[config.mk]
export PLATFORM = sky130hd
export DESIGN_NAME = msi_cell
export DESIGN_NICKNAME = d
export VERILOG_FILES = /design/src/rtl/msi_pkg.sv /design/src/rtl/msi_cell.sv
export SDC_FILE = /design/constraint.sdc
export NUM_CORES = 1
export LEC_CHECK = 0
export ABC_AREA = 0
export BUFFER_PORTS_ARGS = -buffer_cell sky130_fd_sc_hd__buf_4
export CELL_PAD_IN_SITES_DETAIL_PLACEMENT = 2
export CELL_PAD_IN_SITES_GLOBAL_PLACEMENT = 2
export CORE_MARGIN = 8
export CORE_UTILIZATION = 33
export DETAILED_ROUTE_END_ITERATION = 12
export GPL_TIMING_DRIVEN = 0
export PLACE_DENSITY_LB_ADDON = 0.25
export RECOVER_POWER = 100
export SYNTH_ARGS = -nofsm -noshare
export SYNTH_HDL_FRONTEND = slang
export SYNTH_SLANG_ARGS = --single-unit
[constraint.sdc]
create_clock -name clk -period 1.7 [get_ports clk]
set_input_delay 0.255 -clock clk [delete_from_list [all_inputs] [get_ports clk]]
set_output_delay 0.255 -clock clk [all_outputs]
set_load 0.02 [all_outputs]
[src/rtl/msi_pkg.sv]
package msi_pkg;

	localparam int DATA_W  = 32;
	localparam int COUNT_W = 7;
	localparam logic [COUNT_W-1:0] COUNT_MAX = {COUNT_W{1'b1}};

	typedef enum logic [1:0] {
		FUNC_CLEAR = 2'd0,
		FUNC_LOAD  = 2'd1,
		FUNC_PROBE = 2'd2
	} msi_func_e;

	localparam logic STATUS_MATCH = 1'b0;
	localparam logic STATUS_FULL  = 1'b1;

	typedef struct packed {
		logic [1:0]               func;
		logic signed [DATA_W-1:0] element;
	} msi_req_t;

	typedef struct packed {
		logic signed [DATA_W-1:0] match_value;
		logic                     status;
	} msi_rsp_t;

	// Control that travels with each item along the chain
	typedef struct packed {
		logic       valid;
		logic [1:0] func;
		logic       done;
		logic       hit;
	} msi_ctl_t;

endpackage

[src/rtl/msi_cell.sv]
module msi_cell #(
	parameter int ELEMENT_WIDTH = 32
) (
	input  logic                     clk,
	input  logic                     arst_n,
	input  logic                     adv,
	input  msi_pkg::msi_ctl_t        prev_ctl,
	input  logic [ELEMENT_WIDTH-1:0] prev_key,
	output msi_pkg::msi_ctl_t        next_ctl,
	output logic [ELEMENT_WIDTH-1:0] next_key
);
	import msi_pkg::*;

	logic                     valid_q;
	logic [COUNT_W-1:0]       count_q;
	logic [ELEMENT_WIDTH-1:0] key_q;
	msi_ctl_t                 next_ctl_q;
	logic [ELEMENT_WIDTH-1:0] next_key_q;

	logic                     match;
	logic                     valid_d;
	logic [COUNT_W-1:0]       count_d;
	logic                     key_load;
	msi_ctl_t                 ctl_d;

	assign match = valid_q && (key_q == prev_key);

	always_comb begin
		ctl_d    = prev_ctl;
		valid_d  = valid_q;
		count_d  = count_q;
		key_load = 1'b0;
		if (prev_ctl.valid && !prev_ctl.done) begin
			case (prev_ctl.func)
				FUNC_CLEAR: begin
					valid_d = 1'b0;
					count_d = '0;
				end
				FUNC_LOAD: begin
					if (match) begin
						if (count_q != COUNT_MAX)
							count_d = count_q + 1'b1;
						ctl_d.done = 1'b1;
					end else if (!valid_q) begin
						// valid entries form a prefix: first free cell takes the key
						valid_d    = 1'b1;
						count_d    = COUNT_W'(1);
						key_load   = 1'b1;
						ctl_d.done = 1'b1;
					end
				end
				FUNC_PROBE: begin
					if (match) begin
						ctl_d.done = 1'b1;
						if (count_q != '0) begin
							count_d   = count_q - 1'b1;
							ctl_d.hit = 1'b1;
						end
					end
				end
				default: ;
			endcase
		end
	end

	always_ff @(posedge clk or negedge arst_n) begin
		if (!arst_n) begin
			valid_q    <= 1'b0;
			count_q    <= '0;
			next_ctl_q <= '0;
		end else if (adv) begin
			valid_q    <= valid_d;
			count_q    <= count_d;
			next_ctl_q <= ctl_d;
		end
	end

	always_ff @(posedge clk) begin
		if (adv) begin
			next_key_q <= prev_key;
			if (key_load)
				key_q <= prev_key;
		end
	end

	assign next_ctl = next_ctl_q;
	assign next_key = next_key_q;

endmodule

Word level (Yosys, flattened, before mapping)
Cells that the tools add are included.

Register bits after elaboration: 77. Bits of input ports: 40. Output and inout port bits: 37. Logic and storage cells: 48.

Add/subtract/negate cells: 2. Equal/unequal tests: 9. Mux-type cells: 19. Reduce and logical (&&, ||, !) cells: 10.

Operator list (count): $mux W7 (5); $eq A32 B32 Y1 (1); $pmux W7 S3 (1); $mux W1 (9); $add A7 B1 Y7 const B (1); $ne A7 B7 Y1 const B (1); $reduce_and A7 Y1 (1); $reduce_bool A7 Y1 (1); $sub A7 B1 Y7 const B (1); $ne A2 B2 Y1 const B (3); $ne A3 B3 Y1 const B (2); $mux W2 (2); $pmux W1 S2 (2); $reduce_and A4 Y1 (1); $reduce_bool A3 Y1 (1); $eq A2 B1 Y1 const B (1); $eq A2 B2 Y1 const B (1); $logic_and A1 B1 Y1 (2); $logic_not A2 Y1 (1); $reduce_and A2 Y1 (1); $reduce_bool A2 Y1 (1); $logic_not A1 Y1 (1).

Logic depth before layout (Yosys ltp)
Gate-level depths: netlist of the first run.

Depth in word-level cells: 6. Mapped depth: 8.

Worst setup path after synthesis of the first run
OpenSTA, ideal clock, no wires.

Path kind: input to register. From: input adv. To: register key_q[0], enable pin. Setup time: 0.392 ns. Arrival time: 1.613 ns. Required time: 1.308 ns. Setup slack: -0.305 ns. Stages: 4. Buffers on the path: 1. Path through: clkbuf_1 > nand2_1 > nor2_1 > and3_1.

Cells in the longest elaborated chain, start to end: 1.

Ends and longest elaborated chain: start, declared (RTL line msi_cell.sv:6) `input logic adv,`; $reduce_and A2 Y1 (no source line); end signal, assigned (RTL line msi_cell.sv:82) `key_q <= prev_key;`; end, declared (RTL line msi_cell.sv:16) `logic [ELEMENT_WIDTH-1:0] key_q;`.

No other way between the ends. A chain may end at the register's enable or synchronous reset.

Worst setup path in the final report of the first run
From: register key_q[19]. To: register count_q[6].

Cells in the longest elaborated chain, start to end: 4. Elaborated cells on any way between the ends: 8. Classes of those cells: eq/ne: 4; mux: 2; reduce/logical: 2.

Ends and longest elaborated chain: $eq A32 B32 Y1 * (RTL line msi_cell.sv:26) `assign match = valid_q && (key_q == prev_key);`; $logic_and A1 B1 Y1 * (RTL line msi_cell.sv:26); $ne A3 B3 Y1 (no source line) (tied with other cells); $reduce_and A7 Y1 (no source line) or $pmux W7 S3 (tied branches); end signal, assigned (RTL line msi_cell.sv:73) `count_q <= count_d;`; end, declared (RTL line msi_cell.sv:15) `logic [COUNT_W-1:0] count_q;`.

Mark *: on every way between the ends. The rest lies on a longest branch, timed or not.

==> summary by stage, run 1 <==
Outcome
The run finished, with violations left. The final reports fail on setup timing.

Drt
The detailed-route via count is approximately 2100. Before antenna repair, the detailed router went through 4 iterations. The detailed router finished its first iteration with 73 violations. The remaining antenna violation count after routing is 0. After detailed routing, the number of remaining DRC violations is 0. After detailed routing, the total wire length is between 8 and 9 mm. The number of vias per cell after detailed routing is 4.788. The mean routed wirelength per cell is about 19 µm.

Final layout
The number of nets at the end of the flow is between 300 and 400. The total of fill cells in the finished design is around 1000. The filler-free cell count of the finished design is approximately 440. The final non-filler cell area is ~4100 µm². The repair_antennas step left the layout with diodes totalling 0. The growth of design area from synthesis to finish is 26.88%.

The share of post-route cells with drive strength above 1 is between 10% and 20%.

Placement
In this run the tool buffered the top-level ports with 76 buffer cells. The cell count after placement is 420. The final HPWL from detailed placement is 5.897 mm. The congestion estimate from routability-driven global placement came to 0.7354. After detailed placement, the total cell area comes to between 4000 and 5000 µm².

Timing
Measured against its own limit, the worst slew margin works out to 46.24%. The highest attainable clock frequency is around 500 MHz. The transition time of the tightest slew-check pin is 806.4 ps. Setup violations remaining at the end of the flow were counted as 9. The final hold violation count is 0. The worst path uses 118.0% of the clock period. The routed design could run at a clock period as short as between 2000 and 2500 ps.

In the post-route analysis, the smallest setup slack over all paths is -306.6 ps. The max-slew violation total from the final report is 0. On the final layout, the worst hold slack is between 100 and 150 ps. The final clock skew is approximately 7.6 ps. Setup repair after global routing could not meet its margin everywhere. The total negative slack for setup checks is -2240 ps.

Power and ir drop
The power density normalized to cell area is around 1000 nW/µm². IR analysis of the VDD net gives a maximum drop of between 0.5 and 0.6 mV. The overall power consumption is about 0.0042 W. The total leakage power is approximately 1.4 nW.

Critical path
In this run the critical register-to-register path is launched from key_q[19]. The required time at the worst-slack endpoint is just under 2000 ps. The worst setup path is captured at a flop. The largest fanout of any net on the critical path is 5.

The critical path in this run is classified as reg2reg. For the worst setup path, the data arrival time is 2280 ps. In this run the critical register-to-register path is captured at count_q[6]. The number of cells on the worst reg-to-reg path is 7. The worst setup path is launched from a flop. The setup check on the worst reg-to-reg path leaves a slack of -310 ps.

Die
The number of top-level pins is 77. The core region is around 9700 µm². The die is ~120 µm wide. For this configuration, the core starts out at a cell density of ~34%. The site row count is 36. The die covers between 10000 and 15000 µm². The floorplan die height is approximately 120 µm.

Synthesis
Of the post-synthesis cell area, the dominant cell type holds ~59%. The number of enable-type register cells in the synthesized netlist is 64. The mean post-synth cell area is approximately 15 µm². The register bit total from synthesis is 77. The cell area that synthesis handed to floorplanning was 3268 µm². The share of the yosys chip area belonging to registers is between 60% and 70%. By instance count, the leading cell after synthesis is edfxtp_1. The commonest cells after synthesis are edfxtp_1, xnor2_1, dfrtp_1. The biggest area contributor in the post-synthesis netlist is edfxtp_1. The share of flip-flops with an asynchronous set or reset is between 10% and 20%. The count of mapped cells out of synthesis is roughly 210.

The Yosys warning count is 0. By area the synthesized netlist is led by edfxtp_1, dfrtp_1, xnor2_1, ha_1, nand4_1. The prevailing post-synth register cell is edfxtp_1.

The number of different library cells used by synthesis comes to 40. The post-synth net total is approximately 260.

Min path
The path with the worst hold slack has its endpoint at next_key[19]. In this run the worst hold path is classified as in2reg. The startpoint of the most critical hold path is prev_key[19]. Counting instances, the worst hold path has a depth of 1.

Global route
The via count of the first global-routing pass is around 2500. The number of antenna violations at the first check in global routing is 0. The first-pass GRT wire length is ~14 mm.

The remaining global-route overflow is 0. Across every metal layer, demand over resource in global routing totals ~14%. Entering global routing, the biggest net connects 40 pins.

Clock network
The number of buffers between clock root and the deepest sink is 2. The number of buffers created by CTS is 9. The clock net in this run drives a total of slightly below 80 sinks. The clock latency reported for the late side of the worst-skew pair is roughly 350 ps. The clock-pin slew of the registers on the worst-case setup and hold paths is ~90 ps.

CTS placed an instance of clkbuf_8 at the clock tree root. TritonCTS built the clock tree. CTS built an H-tree with a depth of 3.

Job
Max-cap violations in this run came to 0.
-- registers in the layout (all words and copies together), names as in the netlist --
register,count
next_key,32
key_q,32
next_ctl,5
count_q,7
valid_q,1
-- cell families after synthesis --
family                   Yosys count  share of synthesized area [%]
flip-flops                        77                          68.76
adder cells (fa/ha/maj)            7                          2.680
AND/OR/NAND/NOR                   43                          8.231
multiplexers                       4                          1.302
XOR/XNOR                          38                          10.18
AO/OA/AOI/OAI                     28                          6.738
buffers and inverters             14                          2.105
-- critical path, stage by stage, from the launching register on --
cell and delay [ps]:
edfxtp_1 430, xnor2_2 180, nand4_1 160, nor4_4 380, buf_4 210, nand3_4 110, o32a_1 330, o221ai_2 150
-- repair_timing --
item	CTS	global route
pin swaps	12	3
setup buffers	6	0
endpoints found under the setup margin	41	18
cloned	2	0
hold buffers	1	0
endpoints found under the hold margin	13	0
gates resized for setup	16	12
-- per-stage QoR --
stage	setup WS, ps	util [%]
3_3_place_gp	-784.9	41.43
6_report	-306.6	42.82
5_1_grt	-445.9	42.82
2_1_floorplan	-112.4	-
3_5_place_dp	-840.5	41.43
4_1_cts	-342.9	44.78
-- cell usage in the layout (no fill, tap or decap), drive strengths merged, types with 3 or more instances in the layout --
cell type / count
nand3: 7
nor2: 6
clkinv: 5
o31ai: 3
a22o: 3
edfxtp: 64
o21ai: 4
inv: 12
buf: 16
and3: 4
nor3: 4
xor2: 3
clkbuf: 78
xnor2: 35
a31oi: 3
dfrtp: 13
nand4: 8
nor4: 3
ha: 7
nand2: 8
-- power by group --
| group | switching (W) | internal [W] |
|---|---|---|
| Clock | 0.000720 | 0.000534 |
| Sequential | 0.0000742 | 0.00216 |
| Combinational | 0.000424 | 0.000270 |
-- routing by layer --
| layer | up-vias | GRT usage, % | part of all wire (%) |
|---|---|---|---|
| li1 | 991 | - | - |
| met1 | 1083 | 15.71 | 42 |
| met3 | 8 | 4.690 | 5.8 |
| met5 | - | 0 | 0 |
| met4 | 0 | 4.991 | 1.2 |
| met2 | 44 | 22.79 | 51 |
-- layout make-up --
cell class	instances	area [µm²]	area share, %
inverters	10	37.54	0.9052
repair buffers	83	377.9	9.113
plain buffers	3	27.53	0.6638
well taps	133	166.4	4.013
clock inverters	7	47.55	1.147
flip-flops and latches	77	2250	54.25
multi-input cells	122	1116	26.92
clock buffers	9	123.9	2.987
-- how the worst max path moves through the flow --
stage	slack [ps]	from	endpoint	cells after the start
floorplan	-110	key_q[4]	count_q[6]	6
global placement	-780	adv	key_q[1]	5
detailed placement	-840	adv	key_q[1]	5
CTS	-340	key_q[19]	count_q[6]	7
global route	-450	key_q[20]	count_q[6]	7
finish	-310	key_q[19]	count_q[6]	7
No activity file was read; power rests on OpenSTA's default activity.
==> run 2: changes to the inputs <==
--- a/config.mk
+++ b/config.mk
@@ -11,6 +11,7 @@
 export CELL_PAD_IN_SITES_GLOBAL_PLACEMENT = 2
 export CORE_MARGIN = 8
 export CORE_UTILIZATION = 33
+export CTS_BUF_LIST = sky130_fd_sc_hd__clkbuf_16
 export DETAILED_ROUTE_END_ITERATION = 12
 export GPL_TIMING_DRIVEN = 0
 export PLACE_DENSITY_LB_ADDON = 0.25
==> run 2 against run 1 <==
Effect of this change: the flow still finishes with violations (setup timing); die area did not move; cell count did not move; sequential cell count did not move; fmax fell by 0.37%; register-to-register slack barely moved; first-iteration DRC count rose by 11%; sequential share of layout area fell by 1.2 points; hold slack improved by 20 ps; combinational power rose by 0.9%; critical path type unchanged; critical endpoint unchanged; highest routed layer unchanged.
==> summary by stage, run 2 (synthesis gave the netlist of run 1 again) <==
Clock network
No sink is reached through more buffers than the 2 on the longest clock path. The master cell of the clock root buffer is clkbuf_16. The H-tree depth is 3.

For the worst-skew pair, the clock arrives at the later sink with an insertion delay of 330 ps. TritonCTS built the clock tree. Clock-pin slew was measured on the worst setup and hold paths at around 70 ps. CTS saw 77 sinks. The number of buffers created by CTS is 9.

Timing
The final hold violation count was 0. The final worst setup slack is -314.1 ps. For the final database, setup skew stands at ~9.0 ps. The worst pin sits at a relative slew slack of a little under half.

Setup repair after global routing could not meet its margin everywhere. The worst path in the final design needs a cycle of 2014 ps, including I/O delays and setup. The max-slew violation total from the final report is 0. The total negative slack for setup checks is -2243 ps. At the pin with the least slew margin, the transition time is 816.5 ps.

The worst hold-check slack is 148.2 ps. In the finished design, the share of the clock period the worst path needs comes to 118.5%. The count of final setup violators is 9. Derived from the worst setup path, the maximum achievable clock frequency is approximately 500 MHz.

Global route
Entering global routing, the biggest net connects 40 pins. Global routing consumed, on the met2 layer, roughly a quarter of the routing resources. The overall track demand over capacity in global routing is ~14%. The met1 demand-to-capacity share in global routing is ~16%. The via count of the first global-routing pass was ~2500.

The number of antenna violations at the first check in global routing is 0. Global routing finished with a remaining overflow of 0. The global routing stage identified its most utilized layer as met2. The first-pass GRT wire length is ~14 mm. The fraction of met3 tracks used by global routing is under 10%.

Final layout
The total of fill cells in the finished design is 1016. The growth of design area from synthesis to finish is 29.67%. The number of diodes is 0.

Of the cells placed in the final design, the portion with a size suffix greater than 1 is a little under a fifth. The most frequent standard cell in the layout excluding fill and tap cells is clkbuf_1. The number of nets at the end of the flow is 353. Leaving out fill and tap cells, the most frequent cells in the layout are clkbuf_1, edfxtp_1, xnor2_1, dfrtp_1.

Critical path
The type of element capturing the critical path is a flop. In this run the worst setup path terminates at count_q[6]. The endpoint identified for the worst register-to-register timing path is count_q[6].

The worst reg2reg path startpoint is key_q[19]. Data arrives at the worst endpoint at around 2300 ps. The launch point of the worst path is key_q[19].

The worst setup path is launched from a flop. At the worst endpoint, the required time is around 2000 ps. The largest fanout of any net on the critical path is 5. Counting cells, the worst reg-to-reg path comes to 7. The worst setup path category is reg2reg.

Across all register-to-register paths, the minimum setup slack is -310 ps.

Die
The starting utilization of the core area is between 30% and 40%. The floorplan step defined a die boundary enclosing ~13000 µm². The floorplan step set the die width to around 120 µm.

The site row count is 36. The total area inside the core boundary comes to approximately 9700 µm². between 70 and 80 I/O pins were placed. The floorplan die height is between 100 and 150 µm.

Drt
The number of vias per cell after detailed routing is 4.786. Dividing the detail-routed wire length by the instance count gives 19.27 µm. For this block, the routed nets add up to 8.555 mm of wire.

The remaining antenna violation count after routing is 0. The first detailed-routing pass took 4 iterations. The routed layout has between 2000 and 2500 vias. The number of DRC markers after the initial detailed-route iteration is 81.

For this run, design rule violations remaining after detail routing come to 0.

Power and ir drop
The total leakage power is about 1.5 nW. In this run the power density over the cells is roughly 1100 nW/µm². IR analysis of the VDD net gives a maximum drop of approximately 0.67 mV.

Placement
The final HPWL from detailed placement is 5.897 mm. The count of buffers added on input and output ports is between 70 and 80. At the end of routability-driven placement, the weighted congestion stood at 0.7354.

Min path
The worst hold path class is in2reg. The number of instances on the worst hold path is 1.

Outcome
The checks that failed: setup timing. The run finished, with violations left.

Job
Max-cap violations in this run came to 0.
## run 2: critical path, cell delays in order, from the launching register on
cell	delay [ps]
edfxtp_1	420
xnor2_2	160
nand4_1	150
nor4_4	400
buf_4	210
nand3_4	110
o32a_1	320
o221ai_2	150
## run 2: stage by stage
step / cell area (µm²) / setup slack [ps] / std cells / total power (W) / utilization, %
2_1_floorplan: 3276 / -112.4 / 211 / 0.002675 / -
3_3_place_gp: 4013 / -784.9 / 420 / 0.002986 / 41.43
3_5_place_dp: 4013 / -840.5 / 420 / 0.003012 / 41.43
4_1_cts: 4438 / -337.0 / 444 / 0.004851 / 45.83
5_1_grt: 4238 / -445.8 / 444 / 0.004910 / 43.76
6_report: 4238 / -314.1 / 444 / 0.004704 / 43.76
## run 2: final cells by class
| class | count | area [µm²] | area share (%) |
|---|---|---|---|
| Buffer | 3 | 27.53 | 0.6495 |
| Clock buffer | 9 | 225.2 | 5.314 |
| Clock inverter | 7 | 47.55 | 1.122 |
| Inverter | 10 | 37.54 | 0.8857 |
| Multi-Input combinational cell | 122 | 1107 | 26.13 |
| Sequential cell | 77 | 2248 | 53.06 |
| Tap cell | 133 | 166.4 | 3.927 |
| Timing Repair Buffer | 83 | 377.9 | 8.916 |
## run 2: where the power goes
group | switching, W | internal [W]
clock | 0.000775 | 0.000991
sequential | 0.0000703 | 0.00217
combinational | 0.000431 | 0.000269
total | 0.00128 | 0.00343
## run 2: how the worst min path moves through the flow
stage,start,to,slack (ps)
3_3_place_gp,arst_n,valid_q,120
3_5_place_dp,arst_n,next_ctl[3],120
2_1_floorplan,arst_n,count_q[0],-40
5_1_grt,prev_key[19],next_key[19],150
6_report,prev_key[19],next_key[19],150
4_1_cts,prev_key[21],key_q[21],110
## run 2: metal layers
metal | vias up | part of all wire [%]
li1 | 996 | -
met1 | 1080 | 42
met2 | 43 | 51
met3 | 6 | 4.9
met4 | 0 | 1.1
met5 | - | 0
## run 2: what timing repair did
| item | CTS | global route |
|---|---|---|
| setup buffers | 6 | 0 |
| gates resized for setup | 16 | 10 |
| hold buffers | 1 | 0 |
| pin swaps | 12 | 5 |
| setup endpoints to repair | 41 | 25 |
| hold endpoints to repair | 13 | 0 |
| gates cloned | 2 | 0 |
==> run 3: changes to the inputs <==
--- a/config.mk
+++ b/config.mk
@@ -10,7 +10,7 @@
 export CELL_PAD_IN_SITES_DETAIL_PLACEMENT = 2
 export CELL_PAD_IN_SITES_GLOBAL_PLACEMENT = 2
 export CORE_MARGIN = 8
-export CORE_UTILIZATION = 33
+export CORE_UTILIZATION = 37
 export CTS_BUF_LIST = sky130_fd_sc_hd__clkbuf_16
 export DETAILED_ROUTE_END_ITERATION = 12
 export GPL_TIMING_DRIVEN = 0
==> constraint.sdc (replaced) <==
create_clock -name clk -period 2 [get_ports clk]
set_input_delay 0.3 -clock clk [delete_from_list [all_inputs] [get_ports clk]]
set_output_delay 0.3 -clock clk [all_outputs]
set_load 0.02 [all_outputs]
==> run 3 against run 2 <==
Effect of this change: the flow now finishes without violations; critical path depth unchanged; clock-buffer cell count unchanged; cell area up 6.2%; utilization up 8.4 points; highest routed layer unchanged; die area down 9.4%; cell count down 5.2%; hold slack better by 33 ps; wire length up 6.8%; via count up 0.56%.
==> summary by stage, run 3 (synthesis gave the netlist of run 1 again) <==
Outcome
The flow ran to the end, and the final reports show no timing, DRC or antenna violations.

Final layout
The number of diodes is 0. The most frequent standard cell in the layout excluding fill and tap cells is buf_4. Relative to the synthesized area, the layout overhead comes to 37.75%. The share of post-route cells with drive strength above 1 is between 30 and 40%. In the layout the commonest cells are buf_4, edfxtp_1, xnor2_1, clkbuf_1, dfrtp_1. The number of nets at the end of the flow is around 360. Fill cells in the final layout number 828.

Timing
The worst pin sits at a relative slew slack of between 60% and 70%. Between clock sinks in the finished design, the worst skew comes to roughly 8.6 ps. The final worst setup slack is 9.948 ps. The shortest period the worst path allows is approximately 2000 ps.

The max-slew violation total from the final report came to 0. The count of final setup violators is 0. Adding up every negative setup slack in the final design gives 0 ps. Of the available clock period, the critical path in the final layout requires about 100%. For the pin with the worst max-slew slack, the measured transition is roughly 530 ps. Setup repair after global routing could not meet its margin everywhere. The final hold violation count came to 0. The highest attainable clock frequency is approximately 500 MHz.

Global route
The number of antenna violations at the first check in global routing is 0. After global routing the overflow that remains totals 0. For this run, the total global-route usage over all layers was measured as ~15%. The via count of the first global-routing pass was roughly 2500. The first global-routing pass estimated 13.94 mm of wire.

Entering global routing, the biggest net connects 40 pins.

Clock network
CTS saw 77 sinks. The number of buffers between clock root and the deepest sink is 2. The TritonCTS clock tree is yes. The H-tree depth is 3.

At the later pin of the worst-skew pair, clock insertion delay measures roughly 330 ps. CTS placed an instance of clkbuf_16 at the clock tree root. After clock tree synthesis, the clock-pin slew on the worst setup and hold paths is 60 ps. The number of buffers created by CTS is 9.

Job
The count of maximum capacitance violations is 0.

Die
The initial utilization of the core area, before any placement, comes to between 30% and 40%. In this run the count of I/O pins placed on the die edge is 77. The horizontal die dimension is around 110 µm. The floorplan step defined a die boundary enclosing 12100 µm². The floorplan die height is 110.0 µm.

After floorplanning, the core was sized to cover ~8600 µm². The site row count is 34.

Critical path
The slowest stage cell on the critical path is edfxtp_1. The required time at the worst-slack endpoint is between 2000 and 2500 ps. STA classifies the critical path startpoint as a flop.

For the worst setup path, the data arrival time is 2200 ps. Walking the worst path, the cells encountered are xnor2_2, nand4_1, nor4_4, buf_6, a31o_4, nand2_4, a221o_1. In this design, the largest share of critical-path delay is due to simple AND/OR/NAND/NOR gates. The total buffers and inverters traversed by the critical path is 1. In this design, the stage delay of the slowest critical-path cell is 420 ps. The largest fanout of any net on the critical path is 5. STA classifies the critical path endpoint as a flop. By startpoint and endpoint, the worst setup path is classified as reg2reg.

Power and ir drop
Summed over all cells, the static leakage comes to 1.713 nW. The maximum resistive drop on vdd is ~0.61 mV. The power density normalized to cell area is 973.1 nW/µm².

Min path
The worst hold path class is in2reg.

Drt
The remaining antenna violation count after routing is 0. The number of DRC markers after the initial detailed-route iteration is 45. The number of vias per cell after detailed routing is roughly 5.1. The detailed-route via count is 2137.

The number of detailed-route iterations in the first pass is 4. In the final routed layout, each cell accounts on average for 21.70 µm. After detailed routing, the total wire length is 9.137 mm.

In the routed design, unresolved DRC markers number 0.

Placement
Timing analysis after detailed placement gives a worst setup slack of -638.0 ps. The total of buffers placed on input and output ports is 76. The HPWL after detailed placement is between 6 and 7 mm. Routability-driven placement finished with a final weighted congestion of 0.7794.
run 3: worst register-to-register path: stages (launching register included):
cell	delay [ps]
edfxtp_1	420
xnor2_2	170
nand4_1	180
nor4_4	320
buf_6	180
a31o_4	200
nand2_4	70
a221o_1	340
run 3: area by class of cell:
| class | count | area, µm² | share of cell area [%] |
|---|---|---|---|
| clock buffer | 9 | 225.2 | 5.003 |
| buffer | 3 | 27.53 | 0.6115 |
| timing repair buffer | 86 | 599.3 | 13.31 |
| tap | 108 | 135.1 | 3.002 |
| sequential | 77 | 2248 | 49.94 |
| clock inverter | 7 | 105.1 | 2.335 |
| multi-input combinational | 121 | 1124 | 24.96 |
| inverter | 10 | 37.54 | 0.8338 |
run 3: power by group:
group          internal (W)  switching (W)
Clock               0.00111       0.000668
Combinational      0.000308       0.000384
Sequential          0.00184      0.0000660
Total               0.00326        0.00112
run 3: layer usage:
metal	share of wire, %	track usage [%]	vias up
li1	-	-	1001
met1	39	17.16	1072
met2	55	28.64	56
met3	4.6	3.663	8
met4	0.72	4.629	0
met5	0	0	-
run 3: path summary, 6_finish.rpt:
check	from	endpoint	slack, ps	depth (start not counted)
setup reg to reg	key_q[27]	count_q[5]	10	7
setup / recovery	key_q[27]	count_q[5]	10	7
max in group asynchronous	arst_n	count_q[0]	1430	2
min in group asynchronous	arst_n	count_q[5]	370	2
hold / removal	prev_key[17]	key_q[17]	180	1
hold reg to reg	next_ctl[2]	next_ctl[2]	520	1
run 3: repair_timing:
action	in CTS	in global routing
hold buffers	1	0
endpoints found under the setup margin	40	9
setup buffers	7	2
gates cloned	1	0
hold endpoints to repair	13	0
gates resized for setup	16	14
pin swaps	8	11
run 3: metrics by stage:
stage,std cells,hold WS [ps],utilization [%],cell area (µm²),total power (W)
finish,421,180.7,52.13,4502,0.004381
global route,421,173.9,52.13,4502,0.004544
CTS,419,155.5,51.58,4454,0.004409
detailed placement,395,164.2,46.03,3975,0.002575
global placement,395,163.4,46.03,3975,0.002538
floorplan,211,4.409,-,3269,0.002273
